File: src/rtl/core/kdl_pkg.sv
`timescale 1ns / 1ps

package kdl_pkg;

    typedef enum logic {
        FUNC_TICK = 1'b0,
        FUNC_LOAD = 1'b1
    } t_func;

    typedef enum logic [1:0] {
        REG_KEY_ENABLE     = 2'd0,
        REG_DEBOUNCE_TICKS = 2'd1,
        REG_LED_INTERVAL   = 2'd2
    } t_reg_idx;

    localparam int unsigned CNT_W     = 8;
    localparam int unsigned PATTERN_W = 8;

    localparam logic [CNT_W-1:0] RST_DEBOUNCE_TICKS = 8'd20;
    localparam logic [CNT_W-1:0] RST_LED_INTERVAL   = 8'd100;

    typedef struct packed {
        logic             key_down;
        logic [CNT_W-1:0] press_total;
    } t_key_status;

    typedef struct packed {
        logic             led_on;
        logic [CNT_W-1:0] steps_left;
    } t_led_status;

endpackage

File: src/rtl/core/key_debounce_and_led_pattern_unit.sv
`timescale 1ns / 1ps
// Path from input item accepted to result item valid: input register, then state update,
// then the result is captured from the settled state into the output register.
// Throughput: one item per cycle while the output is not stalled; the state update is a single 9-bit add and compare.
// Reset: synchronous, active low; clears pipeline valids, all key/LED state,
// and loads register defaults (key enable 1, debounce 20, interval 100).
module key_debounce_and_led_pattern_unit
    import kdl_pkg::*;
(
    input  logic        i_clk,
    input  logic        i_rst_n,
    input  logic        s_axis_tvalid,
    output logic        s_axis_tready,
    // [0] pin_level, [8:1] load_pattern, [16:9] load_steps, [23:17] zero
    input  logic [23:0] s_axis_tdata,
    // [0] func
    input  logic        s_axis_tuser,
    output logic        m_axis_tvalid,
    input  logic        m_axis_tready,
    // [0] key_down, [8:1] press_total, [9] led_on, [17:10] steps_left, [23:18] zero
    output logic [23:0] m_axis_tdata,
    input  logic        i_cfg_we,
    input  logic [1:0]  i_cfg_idx,
    input  logic [7:0]  i_cfg_data
);

    logic             r_key_enable;
    logic [CNT_W-1:0] r_debounce_ticks;
    logic [CNT_W-1:0] r_led_interval;

    logic                 r_in_valid;
    t_func                r_in_func;
    logic                 r_in_pin;
    logic [PATTERN_W-1:0] r_in_pattern;
    logic [CNT_W-1:0]     r_in_steps;

    logic        r_out_valid;
    logic [23:0] r_out_data;

    logic        out_free;
    logic        advance;
    logic        tick;
    logic        load;
    t_key_status key_status;
    t_led_status led_status;

    always_ff @(posedge i_clk) begin
        if (!i_rst_n) begin
            r_key_enable     <= 1'b1;
            r_debounce_ticks <= RST_DEBOUNCE_TICKS;
            r_led_interval   <= RST_LED_INTERVAL;
        end else if (i_cfg_we) begin
            unique case (t_reg_idx'(i_cfg_idx))
                REG_KEY_ENABLE:     r_key_enable     <= i_cfg_data[0];
                REG_DEBOUNCE_TICKS: r_debounce_ticks <= i_cfg_data;
                REG_LED_INTERVAL:   r_led_interval   <= i_cfg_data;
                default:            ;
            endcase
        end
    end

    assign out_free      = !r_out_valid || m_axis_tready;
    assign advance       = r_in_valid && out_free;
    assign s_axis_tready = !r_in_valid || out_free;
    assign tick          = advance && (r_in_func == FUNC_TICK);
    assign load          = advance && (r_in_func == FUNC_LOAD);

    always_ff @(posedge i_clk) begin
        if (!i_rst_n) begin
            r_in_valid <= 1'b0;
        end else if (s_axis_tready) begin
            r_in_valid <= s_axis_tvalid;
        end
    end

    always_ff @(posedge i_clk) begin
        if (s_axis_tready && s_axis_tvalid) begin
            r_in_func    <= t_func'(s_axis_tuser);
            r_in_pin     <= s_axis_tdata[0];
            r_in_pattern <= s_axis_tdata[8:1];
            r_in_steps   <= s_axis_tdata[16:9];
        end
    end

    kdl_key u_key (
        .i_clk            (i_clk),
        .i_rst_n          (i_rst_n),
        .i_tick           (tick && r_key_enable),
        .i_pin_level      (r_in_pin),
        .i_debounce_ticks (r_debounce_ticks),
        .o_status         (key_status)
    );

    kdl_led u_led (
        .i_clk      (i_clk),
        .i_rst_n    (i_rst_n),
        .i_tick     (tick),
        .i_load     (load),
        .i_pattern  (r_in_pattern),
        .i_steps    (r_in_steps),
        .i_interval (r_led_interval),
        .o_status   (led_status)
    );

    // state regs update at the same edge the stage advances, so r_res_pending marks the
    // result, which is captured from the settled state once the output is free
    logic r_res_pending;

    always_ff @(posedge i_clk) begin
        if (!i_rst_n) begin
            r_res_pending <= 1'b0;
        end else if (advance) begin
            r_res_pending <= 1'b1;
        end else if (out_free) begin
            r_res_pending <= 1'b0;
        end
    end

    // r_res_pending can only be set while out_free, and it is drained whenever out_free;
    // advance is not gated by it, as the capture reads the settled state while a new item advances
    always_ff @(posedge i_clk) begin
        if (!i_rst_n) begin
            r_out_valid <= 1'b0;
        end else if (out_free) begin
            r_out_valid <= r_res_pending;
        end
    end

    always_ff @(posedge i_clk) begin
        if (out_free && r_res_pending) begin
            r_out_data <= {6'd0, led_status.steps_left, led_status.led_on,
                           key_status.press_total, key_status.key_down};
        end
    end

    assign m_axis_tvalid = r_out_valid;
    assign m_axis_tdata  = r_out_data;

    a_press_on_rise: assert property (@(posedge i_clk) disable iff (!i_rst_n)
        $past(i_rst_n) && (key_status.press_total != $past(key_status.press_total))
        |-> (key_status.key_down && !$past(key_status.key_down)))
        else $error("press count moved without a debounced press");

    a_key_only_on_tick: assert property (@(posedge i_clk) disable iff (!i_rst_n)
        $past(i_rst_n) && (key_status.key_down != $past(key_status.key_down))
        |-> $past(tick && r_key_enable))
        else $error("debounced key changed without an enabled tick");

    a_steps_rise_on_load: assert property (@(posedge i_clk) disable iff (!i_rst_n)
        $past(i_rst_n) && (led_status.steps_left > $past(led_status.steps_left))
        |-> $past(load))
        else $error("LED step count rose without a load item");

    a_in_held: assert property (@(posedge i_clk) disable iff (!i_rst_n)
        r_in_valid && !out_free |=> r_in_valid)
        else $error("input stage item lost while output stalled");

endmodule

File: src/rtl/core/kdl_key.sv
`timescale 1ns / 1ps

module kdl_key
    import kdl_pkg::*;
(
    input  logic             i_clk,
    input  logic             i_rst_n,
    input  logic             i_tick,
    input  logic             i_pin_level,
    input  logic [CNT_W-1:0] i_debounce_ticks,
    output t_key_status      o_status
);

    logic [CNT_W-1:0] r_stable_timer, n_stable_timer;
    logic             r_prev_raw, n_prev_raw;
    logic             r_debounced, n_debounced;
    logic [CNT_W-1:0] r_press, n_press;
    logic             raw;
    logic [CNT_W:0]   timer_inc;

    // pin is active low
    assign raw       = ~i_pin_level;
    assign timer_inc = {1'b0, r_stable_timer} + {{CNT_W{1'b0}}, 1'b1};

    always_comb begin
        n_stable_timer = r_stable_timer;
        n_prev_raw     = r_prev_raw;
        n_debounced    = r_debounced;
        n_press        = r_press;
        if (i_tick) begin
            if (raw == r_prev_raw) begin
                if (timer_inc >= {1'b0, i_debounce_ticks}) begin
                    if (!r_debounced && raw) begin
                        n_press = r_press + {{(CNT_W-1){1'b0}}, 1'b1};
                    end
                    n_debounced    = raw;
                    n_stable_timer = i_debounce_ticks;
                end else begin
                    n_stable_timer = timer_inc[CNT_W-1:0];
                end
            end else begin
                n_stable_timer = '0;
                n_prev_raw     = raw;
            end
        end
    end

    always_ff @(posedge i_clk) begin
        if (!i_rst_n) begin
            r_stable_timer <= '0;
            r_prev_raw     <= 1'b0;
            r_debounced    <= 1'b0;
            r_press        <= '0;
        end else begin
            r_stable_timer <= n_stable_timer;
            r_prev_raw     <= n_prev_raw;
            r_debounced    <= n_debounced;
            r_press        <= n_press;
        end
    end

    assign o_status.key_down    = r_debounced;
    assign o_status.press_total = r_press;

endmodule

File: src/rtl/core/kdl_led.sv
`timescale 1ns / 1ps

module kdl_led
    import kdl_pkg::*;
(
    input  logic                 i_clk,
    input  logic                 i_rst_n,
    input  logic                 i_tick,
    input  logic                 i_load,
    input  logic [PATTERN_W-1:0] i_pattern,
    input  logic [CNT_W-1:0]     i_steps,
    input  logic [CNT_W-1:0]     i_interval,
    output t_led_status          o_status
);

    logic [CNT_W-1:0]     r_step_timer, n_step_timer;
    logic [PATTERN_W-1:0] r_pattern, n_pattern;
    logic [CNT_W-1:0]     r_remaining, n_remaining;
    logic                 r_led, n_led;
    logic [CNT_W:0]       timer_inc;

    assign timer_inc = {1'b0, r_step_timer} + {{CNT_W{1'b0}}, 1'b1};

    always_comb begin
        n_step_timer = r_step_timer;
        n_pattern    = r_pattern;
        n_remaining  = r_remaining;
        n_led        = r_led;
        if (i_load) begin
            // timer untouched: a reload mid-play keeps the current interval
            n_pattern   = i_pattern;
            n_remaining = i_steps;
        end else if (i_tick) begin
            if (r_remaining != '0) begin
                if (timer_inc >= {1'b0, i_interval}) begin
                    n_step_timer = '0;
                    n_led        = r_pattern[0];
                    n_pattern    = {r_pattern[0], r_pattern[PATTERN_W-1:1]};
                    n_remaining  = r_remaining - {{(CNT_W-1){1'b0}}, 1'b1};
                end else begin
                    n_step_timer = timer_inc[CNT_W-1:0];
                end
            end else begin
                // idle: preset so the first step after a load fires at once
                n_step_timer = i_interval;
            end
        end
    end

    always_ff @(posedge i_clk) begin
        if (!i_rst_n) begin
            r_step_timer <= '0;
            r_pattern    <= '0;
            r_remaining  <= '0;
            r_led        <= 1'b0;
        end else begin
            r_step_timer <= n_step_timer;
            r_pattern    <= n_pattern;
            r_remaining  <= n_remaining;
            r_led        <= n_led;
        end
    end

    assign o_status.led_on     = r_led;
    assign o_status.steps_left = r_remaining;

endmodule
File: config.mk
export PLATFORM = sky130hd
export DESIGN_NAME = key_debounce_and_led_pattern_unit
export DESIGN_NICKNAME = d
export VERILOG_FILES = /design/src/rtl/core/kdl_pkg.sv /design/src/rtl/core/key_debounce_and_led_pattern_unit.sv /design/src/rtl/core/kdl_key.sv /design/src/rtl/core/kdl_led.sv
export SDC_FILE = /design/constraint.sdc
export NUM_CORES = 1
export LEC_CHECK = 0
export BUFFER_PORTS_ARGS = -buffer_cell sky130_fd_sc_hd__clkbuf_2
export CORE_MARGIN = 4
export CORE_UTILIZATION = 25
export CTS_CLUSTER_SIZE = 25
export DETAILED_ROUTE_END_ITERATION = 6
export HOLD_SLACK_MARGIN = 0.15
export PLACE_DENSITY = 0.46
export SLEW_MARGIN = 0
export SYNTH_ARGS = -nofsm -noshare
export SYNTH_HDL_FRONTEND = slang
export SYNTH_SLANG_ARGS = --single-unit
File: constraint.sdc
create_clock -name i_clk -period 6 [get_ports i_clk]
set_input_delay 0.6 -clock i_clk [delete_from_list [all_inputs] [get_ports i_clk]]
set_output_delay 0.6 -clock i_clk [all_outputs]
set_load 0.02 [all_outputs]
==> out/results.txt, run 1 <==
CTS tree -> built
die height -> 145.5 um
RD Place Congestion -> 0.7797
critical path class -> reg2reg
Max Cap Violations -> 0
synthesized flop and latch total -> 99
Leak -> 2.189 nW
count of hold buffers inserted by post-cts repair -> 0
final setup TNS -> 0 ns
Rel. slew slack -> 38.77%
total global-route track usage -> 10.54%
filler instances -> 1,988
RSZ-0062 raised after global routing -> no
Worst Skew -> 0.008135 ns
layout cell share with drive strength beyond 1 -> 15.14%
arrival time at the worst endpoint -> 3.33 ns
Max Freq -> 323.5 MHz
Data required, critical path -> 6.24 ns
vias in the first global route -> 3,609
Synth area leaders -> dfxtp_1 27%, edfxtp_1 23%, ha_1 5.3%, nand2_1 5.0%, a21oi_1 3.3%
starting density of the core -> 25.35%
Syn Area/Cell -> 9.764 um^2
Peak VDD IR -> 0.1674 mV
grt total ovfl -> 0
Setup violations, final -> 0
min-delay worst type -> in2reg
Routed WL per cell -> 14.19 um
CTS resizes -> 0
Vias -> 3,641
DP HPWL -> 7.971 mm
area leader, netlist -> dfxtp_1
H-tree levels -> 3
Pre-antenna DRT Iters -> 4
CP max FO -> 16
Final Hold Fails -> 0
share of the synthesized area in the top cell type -> 26.69%
Die W -> 145.5 um
TritonCTS buffer count -> 9
first-pass GRT wire length -> 18.31 mm
Final Max Slew Viols -> 0
CTS clk-pin slew, worst paths -> 0.07 ns
FFs w/ async S/R, synth -> 0%
post-route ant nets -> 0
Yosys cell types -> 60
Tmin final -> 3.092 ns
register area share after synthesis -> 49.56%
Pwr Density -> 276.8 nW/um^2
worst-margin pin slew -> 0.9185 ns
Hold Slack -> 0.4227 ns
routed wire length -> 10.91 mm
antenna fix cells -> 0
Ys Warns -> 0
PortBufs -> 52
Final nets -> 590
TritonCTS Sinks -> 99
Post-synth EDFFs -> 36
CORE AREA -> 18,640 um^2
num rows -> 50
Top FF cell, synth -> dfxtp_1
I/O pins -> 66
clk root buf -> clkbuf_16
die area -> 21,170 um^2
initial antenna violation count -> 0
number of vias per cell -> 4.735
largest net degree at the start of global routing -> 30
status -> finished clean
Starting DRT DRC Count -> 148
Final Cycle Share -> 51.53%
clk_lat worst skew -> 0.35 ns
Critical Path End Type -> flip-flop
Synth-to-Final Area Change -> 16.65%
postcts setup bufs -> 0
Cell Area, Synth -> 4726 um^2
CP Launch Type -> flip-flop
DR DRC count -> 0
clk buf depth -> 2
Syn Inst Count -> 484
[synthesized netlist by cell type, types with 10 or more instances]
| library cell | n |
|---|---|
| edfxtp_1 | 36 |
| inv_1 | 23 |
| o21ai_0 | 25 |
| dfxtp_1 | 63 |
| nand3_1 | 19 |
| clkbuf_1 | 14 |
| a21oi_1 | 31 |
| nand2_1 | 63 |
| mux2i_1 | 15 |
| nor2_1 | 34 |
| xnor2_1 | 10 |
| ha_1 | 20 |
[report_power, final]
group	switching [mW]	total, mW	leakage, nW	internal [mW]
clock network	0.256	0.623	0.157	0.367
logic	0.104	0.160	1.16	0.0568
registers	0.0200	0.742	0.868	0.722
total	0.380	1.53	2.19	1.15
[cell usage in the layout, fill, tap and decap left out, types with 3 or more instances in the layout]
master	n
nor3_1	8
a21o_1	3
edfxtp_1	36
xor2_1	7
clkbuf_16	9
buf_4	4
o31ai_1	4
a311oi_1	8
o21ai_0	25
nor4_1	5
nand2_1	63
and3_1	5
conb_1	6
xnor2_1	10
nand2b_1	4
nand3_1	19
nor3b_1	3
ha_1	20
mux2i_1	15
o211ai_1	5
a32o_1	5
o311ai_0	4
dfxtp_1	63
o211a_1	3
nand4_1	6
inv_1	23
or3_1	5
clkbuf_2	52
nor2_1	34
nand3b_1	6
a21oi_1	31
[path summary, 6_finish.rpt]
path / start / endpoint / slack, ns / cells after the start
min: s_axis_tdata[7] / r_in_pattern[6] / 0.42 / 1
max: u_key.r_stable_timer[0] / u_key.r_press[4] / 2.91 / 11
min reg2reg: u_led.r_led / m_axis_tdata[9] / 0.45 / 0
max reg2reg: u_key.r_stable_timer[0] / u_key.r_press[4] / 2.91 / 11
[flip-flops by register name (all words and copies together), names as in the netlist, 8 cells and up]
name and count:
m_axis_tdata 18, r_debounce_ticks 8, r_in_pattern 8, r_in_steps 8, r_led_interval 8, u_key.r_press 8, u_key.r_stable_timer 8, u_led.r_pattern 8
u_led.r_remaining 8, u_led.r_step_timer 8
[area by class of cell]
type	count	area, um^2	area share (%)
sequential	99	2342	42.49
timing repair buffer	56	290.3	5.266
clock inverter	6	87.58	1.589
multi-input combinational	340	2181	39.56
inverter	24	90.09	1.634
clock buffer	10	229.0	4.153
tap	234	292.8	5.311
[worst max-delay path, stage by stage, from the launching register on]
cell and delay (ns):
dfxtp_1 0.43, ha_1 0.32, nand3_1 0.18, xnor2_1 0.20
ha_1 0.27, a21oi_1 0.13, o221ai_1 0.14, a211oi_2 0.55
buf_4 0.33, and4bb_2 0.25, xnor2_1 0.13, nor2_1 0.05
[logic make-up (layout without fill, tap and decap cells)]
kind of cell             count (synthesis)  in the layout  share of synthesized area [%]
AO/OA/AOI/OAI                          108            108                          15.30
flip-flops                              99             99                          49.56
multiplexers                            15             15                          3.177
other                                    1              6                        0.07935
XOR/XNOR                                17             17                          3.151
buffers and inverters                   50             96                          4.686
adder cells (fa/ha/maj)                 20             20                          5.295
AND/OR/NAND/NOR                        174            174                          18.74
[per-stage QoR]
| step | cell area [um^2] | setup WS [ns] | std cells | total power, mW | utilization (%) |
|---|---|---|---|---|---|
| after floorplan | 4745 | 3.426 | 489 | 0.8704 | - |
| after global placement | 5196 | 2.937 | 753 | 0.9163 | 27.87 |
| after detailed placement | 5196 | 2.921 | 753 | 0.9181 | 27.87 |
| after CTS | 5513 | 2.891 | 769 | 1.545 | 29.57 |
| after global routing | 5513 | 2.600 | 769 | 1.596 | 29.57 |
| final | 5513 | 2.908 | 769 | 1.526 | 29.57 |
[metal layers]
| metal | track usage [%] | wire length (um) |
|---|---|---|
| met2 | 16.73 | 5019 |
| met3 | 2.647 | 399 |
| met4 | 3.371 | 137 |
| met5 | 0 | 0 |
| met1 | 14.13 | 5354 |
Power figures use the tool's default switching activity.
==> inputs of run 2 (changes only) <==
--- a/config.mk
+++ b/config.mk
@@ -11,7 +11,7 @@
 export CTS_CLUSTER_SIZE = 25
 export DETAILED_ROUTE_END_ITERATION = 6
 export HOLD_SLACK_MARGIN = 0.15
-export PLACE_DENSITY = 0.46
+export PLACE_DENSITY = 0.48
 export SLEW_MARGIN = 0
 export SYNTH_ARGS = -nofsm -noshare
 export SYNTH_HDL_FRONTEND = slang
==> constraint.sdc (replaced) <==
create_clock -name i_clk -period 2.6 [get_ports i_clk]
set_input_delay 0.26 -clock i_clk [delete_from_list [all_inputs] [get_ports i_clk]]
set_output_delay 0.26 -clock i_clk [all_outputs]
set_load 0.02 [all_outputs]
==> run 2 against run 1 <==
Against the previous run: worst setup slack worse by 2.9 ns; worst hold slack got worse by 0.25 ns; first-iteration DRC count shrank 11%; largest cell class unchanged.
==> out/results.txt, run 2 (same netlist as run 1, synthesis figures left out) <==
status -> finished clean
slowest cell on the critical path -> dfxtp_4
layout cell share with drive strength beyond 1 -> 23.18%
RD Place Congestion -> 0.8455
largest net degree at the start of global routing -> 31
clk_lat worst skew -> 0.35 ns
PortBufs -> 52
total global-route track usage -> 10.78%
Pwr Density -> 557.9 nW/um^2
max reg flops -> 18
Final Hold Fails -> 0
min-delay worst type -> in2reg
grt total ovfl -> 0
clk root buf -> clkbuf_16
Data required, critical path -> 2.83 ns
Finished Core Util -> 32.21%
antenna fix cells -> 0
clk buf depth -> 2
Peak VDD IR -> 0.3828 mV
Leak -> 2.406 nW
Final Worst Setup Slack -> 0.04729 ns
worst-margin pin slew -> 0.5609 ns
H-tree levels -> 3
die area -> 21,170 um^2
commonest non-fill, non-tap cells in the layout -> 62 x nand2_1, 55 x dfxtp_1, 52 x clkbuf_2
CP most frequent cell -> buf_4
Max stage delay on crit path -> 0.38 ns
worst-path cell chain -> ha_4 -> nand3_4 -> xnor2_2 -> ha_1 -> a21oi_2 -> o221ai_2 -> a211oi_2 -> buf_4 -> buf_4 -> nor2_1 -> a21oi_1 -> o2bb2ai_1
I/O pins -> 66
vias in the first global route -> 3,846
Synth-to-Final Area Change -> 27.08%
Setup violations, final -> 0
Pre-antenna DRT Iters -> 4
Crit path max-delay family -> compound AO/OA/AOI/OAI gates
DP HPWL -> 8.231 mm
CP Buf/Inv Count -> 2
die height -> 145.5 um
TritonCTS buffer count -> 9
Worst Skew -> 0.007135 ns
CP max FO -> 8
Routed WL per cell -> 13.96 um
Critical Path End Type -> flip-flop
RSZ-0062 raised after global routing -> yes
DR DRC count -> 0
routed wire length -> 11.33 mm
initial antenna violation count -> 0
post-route ant nets -> 0
first-pass GRT wire length -> 18.75 mm
cell area after layout -> 6006 um^2
num rows -> 50
critical path class -> reg2reg
Die W -> 145.5 um
Max Cap Violations -> 0
CP Launch Type -> flip-flop
Final nets -> 633
TritonCTS Sinks -> 99
Max Freq -> 391.7 MHz
Tmin final -> 2.553 ns
pre-CTS setup slack -> -0.002395 ns
CORE AREA -> 18,640 um^2
arrival time at the worst endpoint -> 2.78 ns
number of vias per cell -> 4.727
Final Max Slew Viols -> 0
Vias -> 3,838
final setup TNS -> 0 ns
Starting DRT DRC Count -> 132
CTS tree -> built
Final Cycle Share -> 98.18%
CTS clk-pin slew, worst paths -> 0.07 ns
most common cell after layout, fill and taps aside -> nand2_1
starting density of the core -> 25.35%
Rel. slew slack -> 62.61%
Placed Area -> 5354 um^2
==> run 2: final timing paths <==
check                           from                      end  slack [ns]  depth (start not counted)
max          u_key.r_stable_timer[1]  u_key.r_stable_timer[5]        0.05                         12
max reg2reg  u_key.r_stable_timer[1]  u_key.r_stable_timer[5]        0.05                         12
min                    i_cfg_data[2]      r_debounce_ticks[2]        0.18                          3
min reg2reg              u_led.r_led          m_axis_tdata[9]        0.44                          0
==> run 2: repair_timing <==
item	in CTS	in global routing
gates resized for setup	1	38
setup buffers	0	2
endpoints found under the setup margin	2	38
gates cloned	0	1
endpoints found under the hold margin	19	0
pin swaps	0	13
hold buffers	19	0
==> run 2: area by class of cell <==
type | instances | area [um^2]
Clock buffer | 9 | 225.2
Clock inverter | 7 | 43.79
Fill cell | 1912 | 12640
Inverter | 24 | 90.09
Multi-Input combinational cell | 340 | 2327
Sequential cell | 99 | 2362
Tap cell | 234 | 292.8
Timing Repair Buffer | 99 | 664.4
==> run 2: tightest hold or removal path, stage by stage <==
cell and delay (ns):
clkbuf_2 0.10, o21ai_0 0.08, nand2_1 0.06
==> run 2: metrics by stage <==
stage                     hold WS (ns)  std cells  power [mW]
after floorplan                 0.3589        489       2.009
after global placement          0.4229        774       2.127
after detailed placement        0.4248        774       2.136
after CTS                       0.1631        809       3.401
after global routing            0.1956        812       3.512
final                           0.1771        812       3.351
==> run 2: report_power, final <==
group | switching (mW) | internal, mW | leakage (nW)
Clock | 0.576 | 0.645 | 0.135
Combinational | 0.251 | 0.168 | 1.40
Sequential | 0.0463 | 1.66 | 0.873
Total | 0.873 | 2.48 | 2.41
==> run 2: per-layer routing <==
layer | vias to the layer above | wire length, um | GRT usage, %
li1 | 1928 | - | -
met5 | - | 0 | 0
met4 | 0 | 175 | 3.846
met1 | 1825 | 5137 | 12.90
met2 | 71 | 5505 | 18.60
met3 | 14 | 515 | 2.990
==> inputs of run 3 (changes only) <==
--- a/config.mk
+++ b/config.mk
@@ -11,7 +11,6 @@
 export CTS_CLUSTER_SIZE = 25
 export DETAILED_ROUTE_END_ITERATION = 6
 export HOLD_SLACK_MARGIN = 0.15
-export PLACE_DENSITY = 0.48
 export SLEW_MARGIN = 0
 export SYNTH_ARGS = -nofsm -noshare
 export SYNTH_HDL_FRONTEND = slang
==> run 3 against run 2 <==
Against the previous run: clock skew grew 0.0044 ns; highest routed layer unchanged; critical endpoint is now u_led.r_step_timer[5]; core utilization shrank 0.34 points; critical path type unchanged; register-to-register slack gained 0.08 ns.
==> out/results.txt, run 3 (same netlist as run 1, synthesis figures left out) <==
I/O pins -> 66
initial antenna violation count -> 0
Pre-antenna DRT Iters -> 4
total global-route track usage -> 10.60%
PortBufs -> 52
M1 WL -> 5.091 mm
Final Hold Fails -> 0
met3 WL post-DR -> 405 um
Inst Count DP -> 771
post-route ant nets -> 0
switching share of power -> 24.83%
worst-path cell chain -> ha_2 -> and3_4 -> nand3_1 -> xnor2_1 -> ha_1 -> a21o_1 -> a21oi_4 -> o21ai_4 -> or4_1 -> o311ai_1
Placed Area -> 5331 um^2
Routed WL per cell -> 13.83 um
clk root buf -> clkbuf_16
CTS tree -> built
RD Place Congestion -> 0.8018
count of non-filler cells in the finished layout -> 806
max reg flops -> 18
Max stage delay on crit path -> 0.50 ns
Tmin final -> 2.474 ns
Critical Path End Type -> flip-flop
grt total ovfl -> 0
die height -> 145.5 um
Sw Pwr -> 0.8840 mW
Routed met2 length -> 5.495 mm
Die W -> 145.5 um
DR DRC count -> 0
arrival time at the worst endpoint -> 2.73 ns
filler instances -> 1,926
commonest non-fill, non-tap cells in the layout -> 63 x nand2_1, 59 x dfxtp_1, 52 x clkbuf_2
H-tree levels -> 3
Setup violations, final -> 0
clk buf depth -> 2
Seq pwr share -> 48.1%
worst-margin pin slew -> 0.7377 ns
status -> finished clean
Synth-to-Final Area Change -> 25.76%
largest net degree at the start of global routing -> 31
critical path class -> reg2reg
clk_lat worst skew -> 0.35 ns
Data required, critical path -> 2.86 ns
number of vias per cell -> 4.727
clock power share -> 40.2%
Final Cycle Share -> 95.16%
Final Max Slew Viols -> 0
DP HPWL -> 7.885 mm
most common cell after layout, fill and taps aside -> nand2_1
TritonCTS buffer count -> 9
Pint -> 2.676 mW
layout cell share with drive strength beyond 1 -> 19.93%
CP max FO -> 4
routed wire length -> 11.14 mm
Final nets -> 627
cell area after layout -> 5943 um^2
logic gate share of total power -> 11.7%
Vias -> 3,810
Tot Pwr -> 3.560 mW
first-pass GRT wire length -> 18.49 mm
Max Cap Violations -> 0
TritonCTS Sinks -> 99
Peak VDD IR -> 0.3568 mV
Worst Skew -> 0.01151 ns
slowest cell on the critical path -> or4_1
top layer in use -> met4
postcts setup bufs -> 0
Max Freq -> 404.2 MHz
Pwr Density -> 598.9 nW/um^2
CORE AREA -> 18,640 um^2
Starting DRT DRC Count -> 210
vias in the first global route -> 3,695
CP Launch Type -> flip-flop
CTS clk-pin slew, worst paths -> 0.07 ns
num rows -> 50
min-delay worst type -> in2reg
starting density of the core -> 25.35%
antenna fix cells -> 0
die area -> 21,170 um^2
Leak -> 2.363 nW
Rel. slew slack -> 50.66%
-- run 3: cell count changes in the layout (fill, tap and decap cells not counted), moves of 3 or more --
cell     change
buf_4        -7
dfxtp_1      +4
dfxtp_4      -4
a21oi_2      -3
nand3_1      +3
nand3_4      -3
-- run 3: final timing paths --
kind | cells after the start | to | startpoint | slack (ns)
max reg2reg | 10 | u_led.r_step_timer[5] | u_led.r_step_timer[1] | 0.13
min | 3 | r_debounce_ticks[5] | i_cfg_data[5] | 0.16
min reg2reg | 0 | m_axis_tdata[8] | u_key.r_press[7] | 0.47
max | 10 | u_led.r_step_timer[5] | u_led.r_step_timer[1] | 0.13
-- run 3: metal layers --
layer	up-vias	global-route usage [%]
met4	0	2.849
met2	66	18.16
met3	13	2.927
met5	-	0
met1	1802	13.18
li1	1929	-
-- run 3: worst max-delay path: cells and delay by family (launching register included) --
family                   cells  cell delay, ns
AND/OR/NAND/NOR              3            0.80
AO/OA/AOI/OAI                4            0.59
adder cells (fa/ha/maj)      2            0.49
flip-flops                   1            0.35
XOR/XNOR                     1            0.16
-- run 3: what timing repair did --
item / in CTS / in global routing
gates resized for setup: 1 / 22
pin swaps: 0 / 7
endpoints found under the hold margin: 19 / 0
endpoints found under the setup margin: 1 / 35
hold buffers: 19 / 0
-- run 3: power groups by stage --
stage,combinational (mW),sequential (mW),clock (mW)
after CTS,0.406,1.71,1.48
after detailed placement,0.381,1.74,0
after global placement,0.377,1.74,0
after global routing,0.469,1.72,1.53
final,0.418,1.71,1.43
after floorplan,0.269,1.74,0
-- run 3: final cells by class --
type / count / area, um^2 / share of cell area, %
Clock buffer: 10 / 229.0 / 3.853
Clock inverter: 6 / 87.58 / 1.474
Inverter: 24 / 90.09 / 1.516
Multi-Input combinational cell: 340 / 2273 / 38.25
Sequential cell: 99 / 2347 / 39.49
Tap cell: 234 / 292.8 / 4.926
Timing Repair Buffer: 93 / 623.1 / 10.48
-- run 3: stage by stage --
stage / utilization, % / hold slack, ns / TNS [ns] / setup WS [ns]
after global placement: 28.60 / 0.4373 / 0 / 0.06577
final: 31.88 / 0.1612 / 0 / 0.1258
after floorplan: - / 0.3589 / 0 / 0.02625
after detailed placement: 28.60 / 0.4391 / 0 / 0.01767
after CTS: 31.34 / 0.1520 / 0 / 0.02931
after global routing: 31.88 / 0.1860 / -0.004804 / -0.004804
